$ cat config.mk
export PLATFORM = sky130hd
export DESIGN_NAME = amcc_cell
export DESIGN_NICKNAME = d
export VERILOG_FILES = /design/src/hdl/amcc_pkg.sv /design/src/hdl/amcc_cell.sv
export SDC_FILE = /design/constraint.sdc
export NUM_CORES = 1
export LEC_CHECK = 0
export ABC_AREA = 1
export BUFFER_PORTS_ARGS = -buffer_cell sky130_fd_sc_hd__buf_2
export CELL_PAD_IN_SITES_DETAIL_PLACEMENT = 1
export CELL_PAD_IN_SITES_GLOBAL_PLACEMENT = 2
export CORE_MARGIN = 8
export CORE_UTILIZATION = 30
export CTS_CLUSTER_DIAMETER = 80
export DETAILED_ROUTE_END_ITERATION = 12
export HOLD_SLACK_MARGIN = 0.02
export PLACE_DENSITY_LB_ADDON = 0.1
export SLEW_MARGIN = 20
export SYNTH_ARGS = -nofsm -noshare
export SYNTH_HDL_FRONTEND = slang
export SYNTH_SLANG_ARGS = --single-unit
$ cat constraint.sdc
create_clock -name i_clk -period 2.7 [get_ports i_clk]
set_clock_uncertainty 0.2 [all_clocks]
set_input_delay 0 -clock i_clk [delete_from_list [all_inputs] [get_ports i_clk]]
set_output_delay 0 -clock i_clk [all_outputs]
set_load 0.01 [all_outputs]
$ cat src/hdl/amcc_pkg.sv
// Shared types, sizes and codes of the adjacency matrix complete check block.
`default_nettype none

package amcc_pkg;

    localparam int MAX_VERTICES = 16;
    localparam int COUNT_BITS   = 8;
    localparam int LABEL_W      = 8;
    localparam int VC_W         = 5;
    localparam int IDX_W        = (MAX_VERTICES > 1) ? $clog2(MAX_VERTICES) : 1;
    localparam int CNT_W        = $clog2(MAX_VERTICES + 1);
    localparam int NUM_W        = (CNT_W > VC_W) ? CNT_W : VC_W;

    localparam logic [VC_W-1:0]       VC_RESET  = 5'd16;
    localparam logic [COUNT_BITS-1:0] COUNT_MAX = {COUNT_BITS{1'b1}};

    typedef logic [IDX_W-1:0]   t_idx;
    typedef logic [LABEL_W-1:0] t_label;

    typedef enum logic [1:0] {
        CMD_LOAD  = 2'd0,
        CMD_EDGE  = 2'd1,
        CMD_CHECK = 2'd2,
        CMD_CLEAR = 2'd3
    } t_cmd;

    typedef enum logic [1:0] {
        ST_OK   = 2'd0,
        ST_MISS = 2'd1,
        ST_FULL = 2'd2
    } t_status;

    typedef struct packed {
        t_cmd   cmd;
        t_label label_a;
        t_label label_b;
    } t_in_word;

    typedef struct packed {
        t_status status;
        logic    is_complete;
    } t_out_word;

    typedef struct packed {
        logic   valid;
        logic   is_check;
        t_label label_a;
        t_label label_b;
        logic   found_a;
        t_idx   idx_a;
        logic   found_b;
        t_idx   idx_b;
        logic   ok;
    } t_token;

    typedef struct packed {
        logic             clear;
        logic             load;
        t_idx             load_idx;
        t_label           load_label;
        logic             bump;
        t_idx             bump_a;
        t_idx             bump_b;
        logic [CNT_W-1:0] loaded;
        logic [NUM_W-1:0] span;
    } t_cell_ctl;

endpackage

`default_nettype wire

$ cat src/hdl/amcc_cell.sv
// One vertex cell: label, matrix row, label match and row check on the passing token.
`default_nettype none

module amcc_cell
    import amcc_pkg::*;
(
    input  wire logic      i_clk,
    input  wire logic      i_rst_n,
    input  wire t_idx      i_index,
    input  wire t_cell_ctl i_ctl,
    input  wire t_token    i_tok,
    output t_token         o_tok
);

    t_label                r_label;
    logic [COUNT_BITS-1:0] r_row [MAX_VERTICES];
    logic [COUNT_BITS-1:0] n_row [MAX_VERTICES];
    t_token                r_tok;
    t_token                n_tok;

    logic label_live;
    logic row_active;
    logic row_ok;

    assign label_live = CNT_W'(i_index) < i_ctl.loaded;
    assign row_active = NUM_W'(i_index) < i_ctl.span;

    always_comb begin
        logic [1:0]            inc;
        logic [COUNT_BITS:0]   sum;
        row_ok = 1'b1;
        for (int j = 0; j < MAX_VERTICES; j++) begin
            if (NUM_W'(j) < i_ctl.span) begin
                if (t_idx'(j) == i_index) begin
                    if (r_row[j] != '0) row_ok = 1'b0;
                end else begin
                    if (r_row[j] != COUNT_BITS'(1)) row_ok = 1'b0;
                end
            end
            inc = 2'd0;
            if (i_ctl.bump && i_index == i_ctl.bump_a && t_idx'(j) == i_ctl.bump_b) begin
                inc = inc + 2'd1;
            end
            if (i_ctl.bump && i_index == i_ctl.bump_b && t_idx'(j) == i_ctl.bump_a) begin
                inc = inc + 2'd1;
            end
            sum = {1'b0, r_row[j]} + (COUNT_BITS + 1)'(inc);
            if (sum > {1'b0, COUNT_MAX}) begin
                n_row[j] = COUNT_MAX;
            end else begin
                n_row[j] = sum[COUNT_BITS-1:0];
            end
        end
    end

    always_comb begin
        n_tok = i_tok;
        if (label_live && r_label == i_tok.label_a) begin
            n_tok.found_a = 1'b1;
            n_tok.idx_a   = i_index;
        end
        if (label_live && r_label == i_tok.label_b) begin
            n_tok.found_b = 1'b1;
            n_tok.idx_b   = i_index;
        end
        n_tok.ok = i_tok.ok & (!row_active | row_ok);
    end

    always_ff @(posedge i_clk) begin
        if (i_ctl.load && i_ctl.load_idx == i_index) begin
            r_label <= i_ctl.load_label;
        end
    end

    always_ff @(posedge i_clk) begin
        if (!i_rst_n || i_ctl.clear) begin
            for (int j = 0; j < MAX_VERTICES; j++) begin
                r_row[j] <= '0;
            end
        end else begin
            for (int j = 0; j < MAX_VERTICES; j++) begin
                r_row[j] <= n_row[j];
            end
        end
    end

    always_ff @(posedge i_clk) begin
        if (!i_rst_n) begin
            r_tok.valid <= 1'b0;
        end else begin
            r_tok.valid <= i_tok.valid;
        end
        r_tok.is_check <= n_tok.is_check;
        r_tok.label_a  <= n_tok.label_a;
        r_tok.label_b  <= n_tok.label_b;
        r_tok.found_a  <= n_tok.found_a;
        r_tok.idx_a    <= n_tok.idx_a;
        r_tok.found_b  <= n_tok.found_b;
        r_tok.idx_b    <= n_tok.idx_b;
        r_tok.ok       <= n_tok.ok;
    end

    assign o_tok = r_tok;

endmodule

`default_nettype wire

==> results of run 1 <==
==> cells in the final DEF (no fill, tap or decap), types with 6 or more instances in the layout <==
master / instances
dfxtp_1: 157
buf_2: 96
inv_1: 166
nor2_1: 143
clkbuf_16: 17
nand4_1: 7
or2_2: 8
nand2_1: 228
a21oi_1: 105
edfxtp_1: 8
nand3b_1: 6
nor3_1: 34
fa_1: 12
nand2_2: 9
ha_1: 54
o21ai_0: 42
xnor2_1: 36
xor2_1: 26
nor2_2: 9
buf_4: 109
dlygate4sd3_1: 75
nor4_2: 8
a211oi_1: 23
nand3_1: 65
==> power by group through the flow <==
stage          Sequential, mW  Combinational [mW]  Clock, mW
6_report                 2.49               0.461       2.50
5_1_grt                  2.49               0.508       2.70
4_1_cts                  2.49               0.452       2.62
3_5_place_dp             2.54               0.365          0
3_3_place_gp             2.54               0.362          0
2_1_floorplan            2.56               0.157          0
==> layer usage <==
layer	track usage	wire length, µm
met5	0	10
met4	0.04420	388
met2	0.2764	13350
met1	0.2072	13830
met3	0.03660	973
==> flip-flops by register name, summed over array words and instances, names as in the netlist <==
signal   cells
r_label      8
o_tok       29
r_row      128
==> final timing paths <==
kind | cells after the start | endpoint | slack (ps)
worst max register to register | 7 | o_tok[1] | 230
worst max-delay path | 18 | r_row[0][53] | 150
worst min-delay path | 6 | o_tok[3] | 30
worst min register to register | 2 | r_row[1][39] | 310
==> stage by stage <==
step                utilization  hold slack [ps]
detailed placement       0.3619           -90.83
floorplan                     -           -172.3
global placement         0.3619           -98.30
finish                   0.4136            29.88
global route             0.4136            58.00
CTS                      0.4074            32.70
==> logic make-up after synthesis <==
family                   Yosys count  share of synthesized area
AO/OA/AOI/OAI                    187                     0.1174
XOR/XNOR                          62                    0.06064
adder cells (fa/ha/maj)           70                     0.1112
buffers and inverters            186                    0.08006
flip-flops                       165                     0.3778
AND/OR/NAND/NOR                  536                     0.2529
==> final cells by class <==
cell class	instances	area, µm²	share of cell area
well taps	390	488.0	0.04002
multi-input cells	855	5024	0.4120
clock buffers	17	425.4	0.03489
inverters	170	639.4	0.05243
repair buffers	281	2069	0.1697
clock inverters	15	165.2	0.01354
flip-flops and latches	165	3383	0.2774
==> tightest hold or removal path, cell delays in order <==
cell	delay, ps
buf_2	100
inv_1	50
ha_1	140
o21bai_2	90
nand2_2	140
o21ai_0	100
==> timing repair <==
action,CTS,global route
hold endpoints to repair,88,0
gates resized for setup,0,41
hold buffers,75,0
endpoints found under the setup margin,0,102
buffers inserted,0,3
==> results.sh, run 1 <==
export IMPL_cap_violations=0
export IMPL_combPwrFrac=0.085
export IMPL_relSlewSlack=0.6095
export IMPL_synth_common_cells="238 x nand2_1, 166 x inv_1, 157 x dfxtp_1"
export IMPL_p_clk_frac=0.459
export IMPL_synth_top_area_frac=0.3510
export IMPL_ios=97
export IMPL_ys_seq_area_frac=0.3778
export IMPL_power_mw=5.457
export IMPL_cts_buffer_depth=2
export IMPL_synth_nets=1344
export IMPL_portBuffers=96
export IMPL_finalSetupViolCount=0
export IMPL_crit_family="simple AND/OR/NAND/NOR gates"
export IMPL_worstSetupPathType="in -> reg"
export IMPL_period_share=0.9432
export IMPL_htreeDepth=4
export IMPL_max_stage_delay_ps=400
export IMPL_initial_core_util=0.3038
export IMPL_rows=63
export IMPL_peakVddDrop_v=0.0004218
export IMPL_die_y_um=188.8
export IMPL_crit_slowest_cell="fa_1"
export IMPL_drive_gt1_frac=0.1956
export IMPL_final_max_slew_viol_count=0
export IMPL_synth_area_mm2=0.008955
export IMPL_cts_made_buffers=17
export IMPL_fin_cells=1893
export IMPL_placedCellCount=1783
export IMPL_synth_most_common_cell="nand2_1"
export IMPL_dr_pass1_iters=4
export IMPL_worstPathCellList="buf_2 > inv_2 > buf_4 > o21ai_0 > a21oi_1 > nand4_1 > nor2_2 > nand2_2 > nor2_1 > buf_4 > ha_1 > ha_1 > fa_1 > nand3_1 > nor4_2 > nand2_1 > buf_4 > a21oi_1"
export IMPL_yosysWarningCount=0
export IMPL_wl_per_cell_um=15.08
export IMPL_synth_edf_count=8
export IMPL_grt_overflow=0
export IMPL_hpwlAfterDp_um=21070
export IMPL_synth_avg_cell_area_um2=7.425
export IMPL_r2r_start="r_label[4]"
export IMPL_tns_ps=0
export IMPL_required_ps=2800
export IMPL_leakage_nw=5.426
export IMPL_fillers=3645
export IMPL_cp_start_kind="primary input"
export IMPL_setup_ws_ps=153.3
export IMPL_place_ws_ps=-384.8
export IMPL_clock_sinks=165
export IMPL_cpMostUsedCell="buf_4"
export IMPL_finalInstanceArea_mm2=0.01219
export IMPL_antenna_found_initial=1
export IMPL_drc=0
export IMPL_worstSetupStartpoint="i_index[1]"
export IMPL_grt_pass1_wl_um=46950
export IMPL_gp_congestion=0.7930
export IMPL_p_switching_mw=1.382
export IMPL_path_clk_slew_ps=70
export IMPL_p_int_mw=4.075
export IMPL_synth_distinct_cells=38
export IMPL_critPathBufInv=5
export IMPL_sequentialPowerShare=0.456
export IMPL_wl_um=28550
export IMPL_hp_class="in -> reg"
export IMPL_synthFlopType="dfxtp_1"
export IMPL_viasPerCell=4.612
export IMPL_antenna_cells=0
export IMPL_die_x_um=188.8
export IMPL_fin_nets=1628
export IMPL_hold_viol_final=0
export IMPL_syn_instance_count=1206
export IMPL_power_density_mw_per_mm2=447.5
export IMPL_ctsRootBufferMaster="clkbuf_16"
export IMPL_tightest_slew_ps=585.1
export IMPL_ys_ff_latch=165
export IMPL_netlist_top_cell_by_area="dfxtp_1"
export IMPL_drt_iter0_drc=231
export IMPL_core_area_mm2=0.02948
export IMPL_postRouteAntennaNets=0
export IMPL_worstHoldStart="i_ctl[8]"
export IMPL_cts_tree="built"
export IMPL_area_growth_pct=36.17
export IMPL_switching_share=0.2532
export IMPL_vias=8731
export IMPL_status="finished clean"
export IMPL_cp_max_fo=6
export IMPL_period_minus_slack_ps=2547
export IMPL_grt_pass1_vias=9124
export IMPL_max_freq_ghz=0.3927
export IMPL_grt_max_degree=45
export IMPL_die_area_mm2=0.03563
export IMPL_crit_arrival_ps=2650
export IMPL_worstSkewPairLatency_ps=450
export IMPL_synthArstFlopShare=0
export IMPL_cp_end_kind="register"
export IMPL_grtUsageTotal=0.1638
export IMPL_dpl_cell_area_mm2=0.01067
export IMPL_synth_area_leaders="dfxtp_1 35%, nand2_1 10%, ha_1 7.5%, inv_1 7.0%, nor2_1 6.3%"
(Power assumes the default switching activity.)
==> inputs of run 2 (changes only) <==
CORE_ASPECT_RATIO = 1.4   (was default)
==> run 2 against run 1 <==
Via count decreased by 0.40%. Critical path type unchanged. Clock power decreased by 2%. Total power decreased by 1.1%. Core utilization decreased by 0.80 points. Count of clock-buffer cells in the layout increased by 1. Largest cell class unchanged. Combinational power decreased by 1%. Largest power group is now registers. Non-clock buffer count decreased by 11. Sequential share of layout area increased by 0.38 points. Critical path depth decreased by 3. First-iteration DRC count unchanged. Sequential power about the same. Critical endpoint is now r_row[1][21]. Flip-flop and latch count unchanged.
==> results.sh, run 2 (synthesis results as in run 1) <==
export IMPL_status="finished clean"
export IMPL_p_clk_frac=0.454
export IMPL_dr_pass1_iters=4
export IMPL_max_freq_ghz=0.3750
export IMPL_cp_max_fo=6
export IMPL_area_growth_pct=34.33
export IMPL_fin_util=0.4057
export IMPL_grtUsageTotal=0.1645
export IMPL_p_switching_mw=1.331
export IMPL_required_ps=2810
export IMPL_fin_nets=1617
export IMPL_drive_gt1_frac=0.1729
export IMPL_die_area_mm2=0.03571
export IMPL_antenna_cells=0
export IMPL_path_clk_slew_ps=70
export IMPL_whs_ps=58.97
export IMPL_reg2reg_slack_ps=170
export IMPL_layout_common_cells="238 x nand2_1, 166 x inv_1, 157 x dfxtp_1, 147 x nor2_1, 105 x a21oi_1"
export IMPL_switching_share=0.2466
export IMPL_grt_max_degree=70
export IMPL_gp_congestion=0.7961
export IMPL_cap_violations=0
export IMPL_grt_pass1_vias=9202
export IMPL_setup_ws_ps=33.50
export IMPL_hpwlAfterDp_um=21690
export IMPL_r2r_start="r_label[2]"
export IMPL_p_int_mw=4.066
export IMPL_grt_pass1_wl_um=46530
export IMPL_wl_per_cell_um=15.06
export IMPL_postRouteAntennaNets=0
export IMPL_wl_um=28270
export IMPL_rows=75
export IMPL_die_x_um=162.0
export IMPL_cts_made_buffers=17
export IMPL_leakage_nw=5.344
export IMPL_portBuffers=96
export IMPL_worstSkewPairLatency_ps=440
export IMPL_r2r_cells=7
export IMPL_period_minus_slack_ps=2666
export IMPL_cts_tree="built"
export IMPL_cp_end_kind="register"
export IMPL_core_area_mm2=0.02965
export IMPL_relSlewSlack=0.7116
export IMPL_fin_cells=1877
export IMPL_tightest_slew_ps=428.7
export IMPL_finalSetupViolCount=0
export IMPL_crit_arrival_ps=2780
export IMPL_crit_path_end="r_row[1][21]"
export IMPL_drt_iter0_drc=231
export IMPL_clock_sinks=165
export IMPL_vias=8696
export IMPL_viasPerCell=4.633
export IMPL_peakVddDrop_v=0.0003472
export IMPL_antenna_found_initial=1
export IMPL_worstSetupStartpoint="i_index[3]"
export IMPL_ios=97
export IMPL_fillers=3706
export IMPL_power_density_mw_per_mm2=448.6
export IMPL_period_share=0.9876
export IMPL_cts_buffer_depth=2
export IMPL_ctsRootBufferMaster="clkbuf_16"
export IMPL_final_max_slew_viol_count=0
export IMPL_die_y_um=220.4
export IMPL_placedCellCount=1770
export IMPL_final_common_cell="nand2_1"
export IMPL_combPwrFrac=0.085
export IMPL_hold_viol_final=0
export IMPL_htreeDepth=4
export IMPL_initial_core_util=0.3020
export IMPL_cp_start_kind="primary input"
export IMPL_place_ws_ps=-428.5
export IMPL_hold_path_depth=2
export IMPL_drc=0
export IMPL_hp_class="in -> reg"
export IMPL_sequentialPowerShare=0.461
export IMPL_r2r_end="o_tok[8]"
export IMPL_largest_reg_flops=128
export IMPL_top_register="r_row"
export IMPL_rsz0062_at_grt="true"
export IMPL_worstSetupPathType="in -> reg"
export IMPL_grt_overflow=0
-- run 2: cell types whose count changed in the layout (fill, tap and decap cells not counted), moves of 2 or more --
| cell | before | now |
|---|---|---|
| nand3_2 | 5 | 0 |
| buf_4 | 109 | 97 |
| fa_1 | 12 | 16 |
| nor2_1 | 143 | 147 |
| buf_12 | 1 | 3 |
| nand2_1 | 228 | 238 |
| nand2_2 | 9 | 0 |
| fa_2 | 4 | 0 |
| nand3_1 | 65 | 70 |
| nor2_2 | 9 | 5 |
-- run 2: power groups by stage --
stage / registers, mW / logic (mW) / clock network, mW
floorplan: 2.56 / 0.157 / 0
global placement: 2.54 / 0.363 / 0
detailed placement: 2.54 / 0.365 / 0
CTS: 2.49 / 0.450 / 2.55
global route: 2.49 / 0.502 / 2.65
finish: 2.49 / 0.456 / 2.45
-- run 2: worst max-delay path, cell delays in order --
cell and delay (ps):
buf_2 180, o22ai_1 150, a2111oi_4 430, nand3_1 220
buf_4 190, nor2_1 120, ha_1 250, ha_1 210
fa_1 410, nand3_1 120, inv_1 70, nand4_1 70
inv_1 70, nand2_1 190, a21oi_1 110
-- run 2: how the worst min path moves through the flow --
| stage | startpoint | slack (ps) | end |
|---|---|---|---|
| after floorplan | i_tok[11] | -170 | o_tok[11] |
| final | i_tok[16] | 60 | o_tok[16] |
| after CTS | i_tok[16] | 20 | o_tok[16] |
| after detailed placement | i_tok[27] | -100 | o_tok[27] |
| after global placement | i_tok[27] | -100 | o_tok[27] |
| after global routing | i_tok[16] | 50 | o_tok[16] |
-- run 2: stage by stage --
step	TNS, ps	power, mW	area [µm²]
after detailed placement	-32710	2.909	10610
after CTS	0	5.493	11940
after global placement	-28710	2.907	10610
after global routing	-1529	5.647	12030
final	0	5.396	12030
after floorplan	0	2.715	8955
-- run 2: layout make-up --
cell class              instances  area, µm²  share of cell area
clock buffers                  18      429.2             0.03568
clock inverters                14      151.4             0.01259
multi-input cells             855       4935              0.4102
well taps                     385      481.7             0.04005
repair buffers                270       2009              0.1670
flip-flops and latches        165       3383              0.2813
inverters                     170      639.4             0.05315
-- run 2: routing by layer --
layer | GRT usage | share of wire | vias to the layer above
li1 | - | - | 4460
met1 | 0.1864 | 0.43 | 4089
met2 | 0.3054 | 0.52 | 126
met3 | 0.03500 | 0.037 | 19
met4 | 0.04394 | 0.013 | 2
met5 | 0 | 0.00046 | -
-- run 2: repair_timing --
| action | in CTS | in global routing |
|---|---|---|
| hold buffers | 74 | 0 |
| hold endpoints to repair | 63 | 0 |
| resized for setup | 0 | 14 |
| setup endpoints to repair | 0 | 78 |
| setup buffers | 0 | 1 |
==> inputs of run 3 (changes only) <==
RECOVER_POWER = 100   (was default)
==> run 3 against run 2 <==
Critical path type unchanged. First-iteration DRC count shrank 4.3%. Global-route usage is the same. Critical path depth grew 1. Sequential share of layout area grew 0.27 points. Critical endpoint unchanged. Sequential power is essentially flat. Wire length is essentially flat. Largest cell class unchanged. Maximum frequency grew 0.63%. Clock power is essentially flat.
==> results.sh, run 3 (synthesis results as in run 1) <==
export IMPL_status="finished clean"
export IMPL_cp_max_fo=6
export IMPL_htreeDepth=4
export IMPL_grt_pass1_wl_um=46530
export IMPL_max_freq_ghz=0.3774
export IMPL_drt_iter0_drc=221
export IMPL_worstSkewPairLatency_ps=440
export IMPL_worstSetupPathType="in -> reg"
export IMPL_fin_cells=1877
export IMPL_sequentialPowerShare=0.462
export IMPL_fin_nets=1617
export IMPL_die_y_um=220.4
export IMPL_cts_buffer_depth=2
export IMPL_period_share=0.9814
export IMPL_die_area_mm2=0.03571
export IMPL_gp_congestion=0.7961
export IMPL_clock_sinks=165
export IMPL_hold_viol_final=0
export IMPL_antenna_found_initial=1
export IMPL_hpwlAfterDp_um=21690
export IMPL_cts_tree="built"
export IMPL_power_mw=5.385
export IMPL_p_int_mw=4.054
export IMPL_largest_reg_flops=128
export IMPL_crit_slowest_cell="a2111oi_4"
export IMPL_crit_arrival_ps=2760
export IMPL_vias=8665
export IMPL_ctsRootBufferMaster="clkbuf_16"
export IMPL_die_x_um=162.0
export IMPL_fillers=3741
export IMPL_worstPathCellList="buf_2 > inv_1 > o22ai_1 > a2111oi_4 > nand3_1 > buf_4 > nor2_1 > ha_1 > ha_1 > fa_1 > nand3_1 > inv_1 > nand4_1 > inv_1 > nand2_1 > a21oi_1"
export IMPL_final_max_slew_viol_count=0
export IMPL_ios=97
export IMPL_cap_violations=0
export IMPL_antenna_cells=0
export IMPL_grt_max_degree=70
export IMPL_rows=75
export IMPL_cts_made_buffers=17
export IMPL_p_switching_mw=1.331
export IMPL_tightest_slew_ps=546.9
export IMPL_postRouteAntennaNets=0
export IMPL_cp_end_kind="register"
export IMPL_placedCellCount=1770
export IMPL_initial_core_util=0.3020
export IMPL_layout_common_cells="238 x nand2_1, 166 x inv_1, 157 x dfxtp_1, 149 x nor2_1, 105 x a21oi_1"
export IMPL_hp_class="in -> reg"
export IMPL_combPwrFrac=0.082
export IMPL_cp_start_kind="primary input"
export IMPL_path_clk_slew_ps=70
export IMPL_portBuffers=96
export IMPL_drive_gt1_frac=0.1347
export IMPL_grt_pass1_vias=9202
export IMPL_top_register="r_row"
export IMPL_period_minus_slack_ps=2650
export IMPL_grt_overflow=0
export IMPL_core_area_mm2=0.02965
export IMPL_required_ps=2810
export IMPL_grtUsageTotal=0.1645
export IMPL_switching_share=0.2472
export IMPL_max_stage_delay_ps=430
export IMPL_relSlewSlack=0.6321
export IMPL_final_common_cell="nand2_1"
export IMPL_wl_per_cell_um=15.06
export IMPL_peakVddDrop_v=0.0003481
export IMPL_viasPerCell=4.616
export IMPL_p_clk_frac=0.455
export IMPL_power_density_mw_per_mm2=452.0
export IMPL_area_growth_pct=33.03
export IMPL_cpMostUsedCell="inv_1"
export IMPL_leakage_nw=5.188
export IMPL_drc=0
export IMPL_wl_um=28270
export IMPL_rsz0062_at_grt="true"
export IMPL_finalSetupViolCount=0
export IMPL_dr_pass1_iters=4
[run 3: layer usage]
layer | track usage | vias to the layer above | share of wire
li1 | - | 4457 | -
met3 | 0.03500 | 19 | 0.031
met2 | 0.3054 | 103 | 0.52
met5 | 0 | - | 0.00046
met4 | 0.04394 | 2 | 0.013
met1 | 0.1864 | 4084 | 0.44
[run 3: timing repair]
action                     CTS  global route
hold buffers                74             0
hold endpoints to repair    63             0
gates resized for setup      0            14
setup endpoints to repair    0            78
buffers inserted             0             1
[run 3: layout make-up]
type / count / area [µm²] / share of cell area
Inverter: 170 / 639.4 / 0.05367
Tap cell: 385 / 481.7 / 0.04044
Clock inverter: 14 / 151.4 / 0.01271
Clock buffer: 18 / 429.2 / 0.03603
Multi-Input combinational cell: 855 / 4911 / 0.4122
Timing Repair Buffer: 270 / 1917 / 0.1609
Sequential cell: 165 / 3383 / 0.2840
[run 3: power by group through the flow]
stage / combinational, mW / sequential, mW / clock (mW)
2_1_floorplan: 0.157 / 2.56 / 0
3_3_place_gp: 0.363 / 2.54 / 0
3_5_place_dp: 0.365 / 2.54 / 0
4_1_cts: 0.450 / 2.49 / 2.55
5_1_grt: 0.489 / 2.49 / 2.65
6_report: 0.443 / 2.49 / 2.45
[run 3: critical path: cells and delay by family]
kind / cells / cell delay, ps
AND/OR/NAND/NOR: 5 / 720
AO/OA/AOI/OAI: 3 / 650
buffers and inverters: 5 / 540
adder cells (fa/ha/maj): 3 / 870
[run 3: per-stage QoR]
stage	worst slack (ps)	hold slack, ps	cell area, µm²	utilization	setup TNS [ps]
floorplan	63.35	-172.3	8955	-	0
global placement	-406.8	-97.50	10610	0.3579	-28710
detailed placement	-428.5	-95.75	10610	0.3579	-32710
CTS	52.75	23.21	11940	0.4025	0
global route	-117.4	62.72	11910	0.4017	-2410
finish	50.15	75.34	11910	0.4017	0
[run 3: final timing paths]
path	from	endpoint	slack, ps	cells past startpoint
max	i_ctl[13]	r_row[1][21]	50	16
min	i_ctl[19]	r_label[0]	80	2
max reg2reg	r_label[2]	o_tok[8]	170	7
min reg2reg	r_row[1][38]	r_row[1][39]	300	2
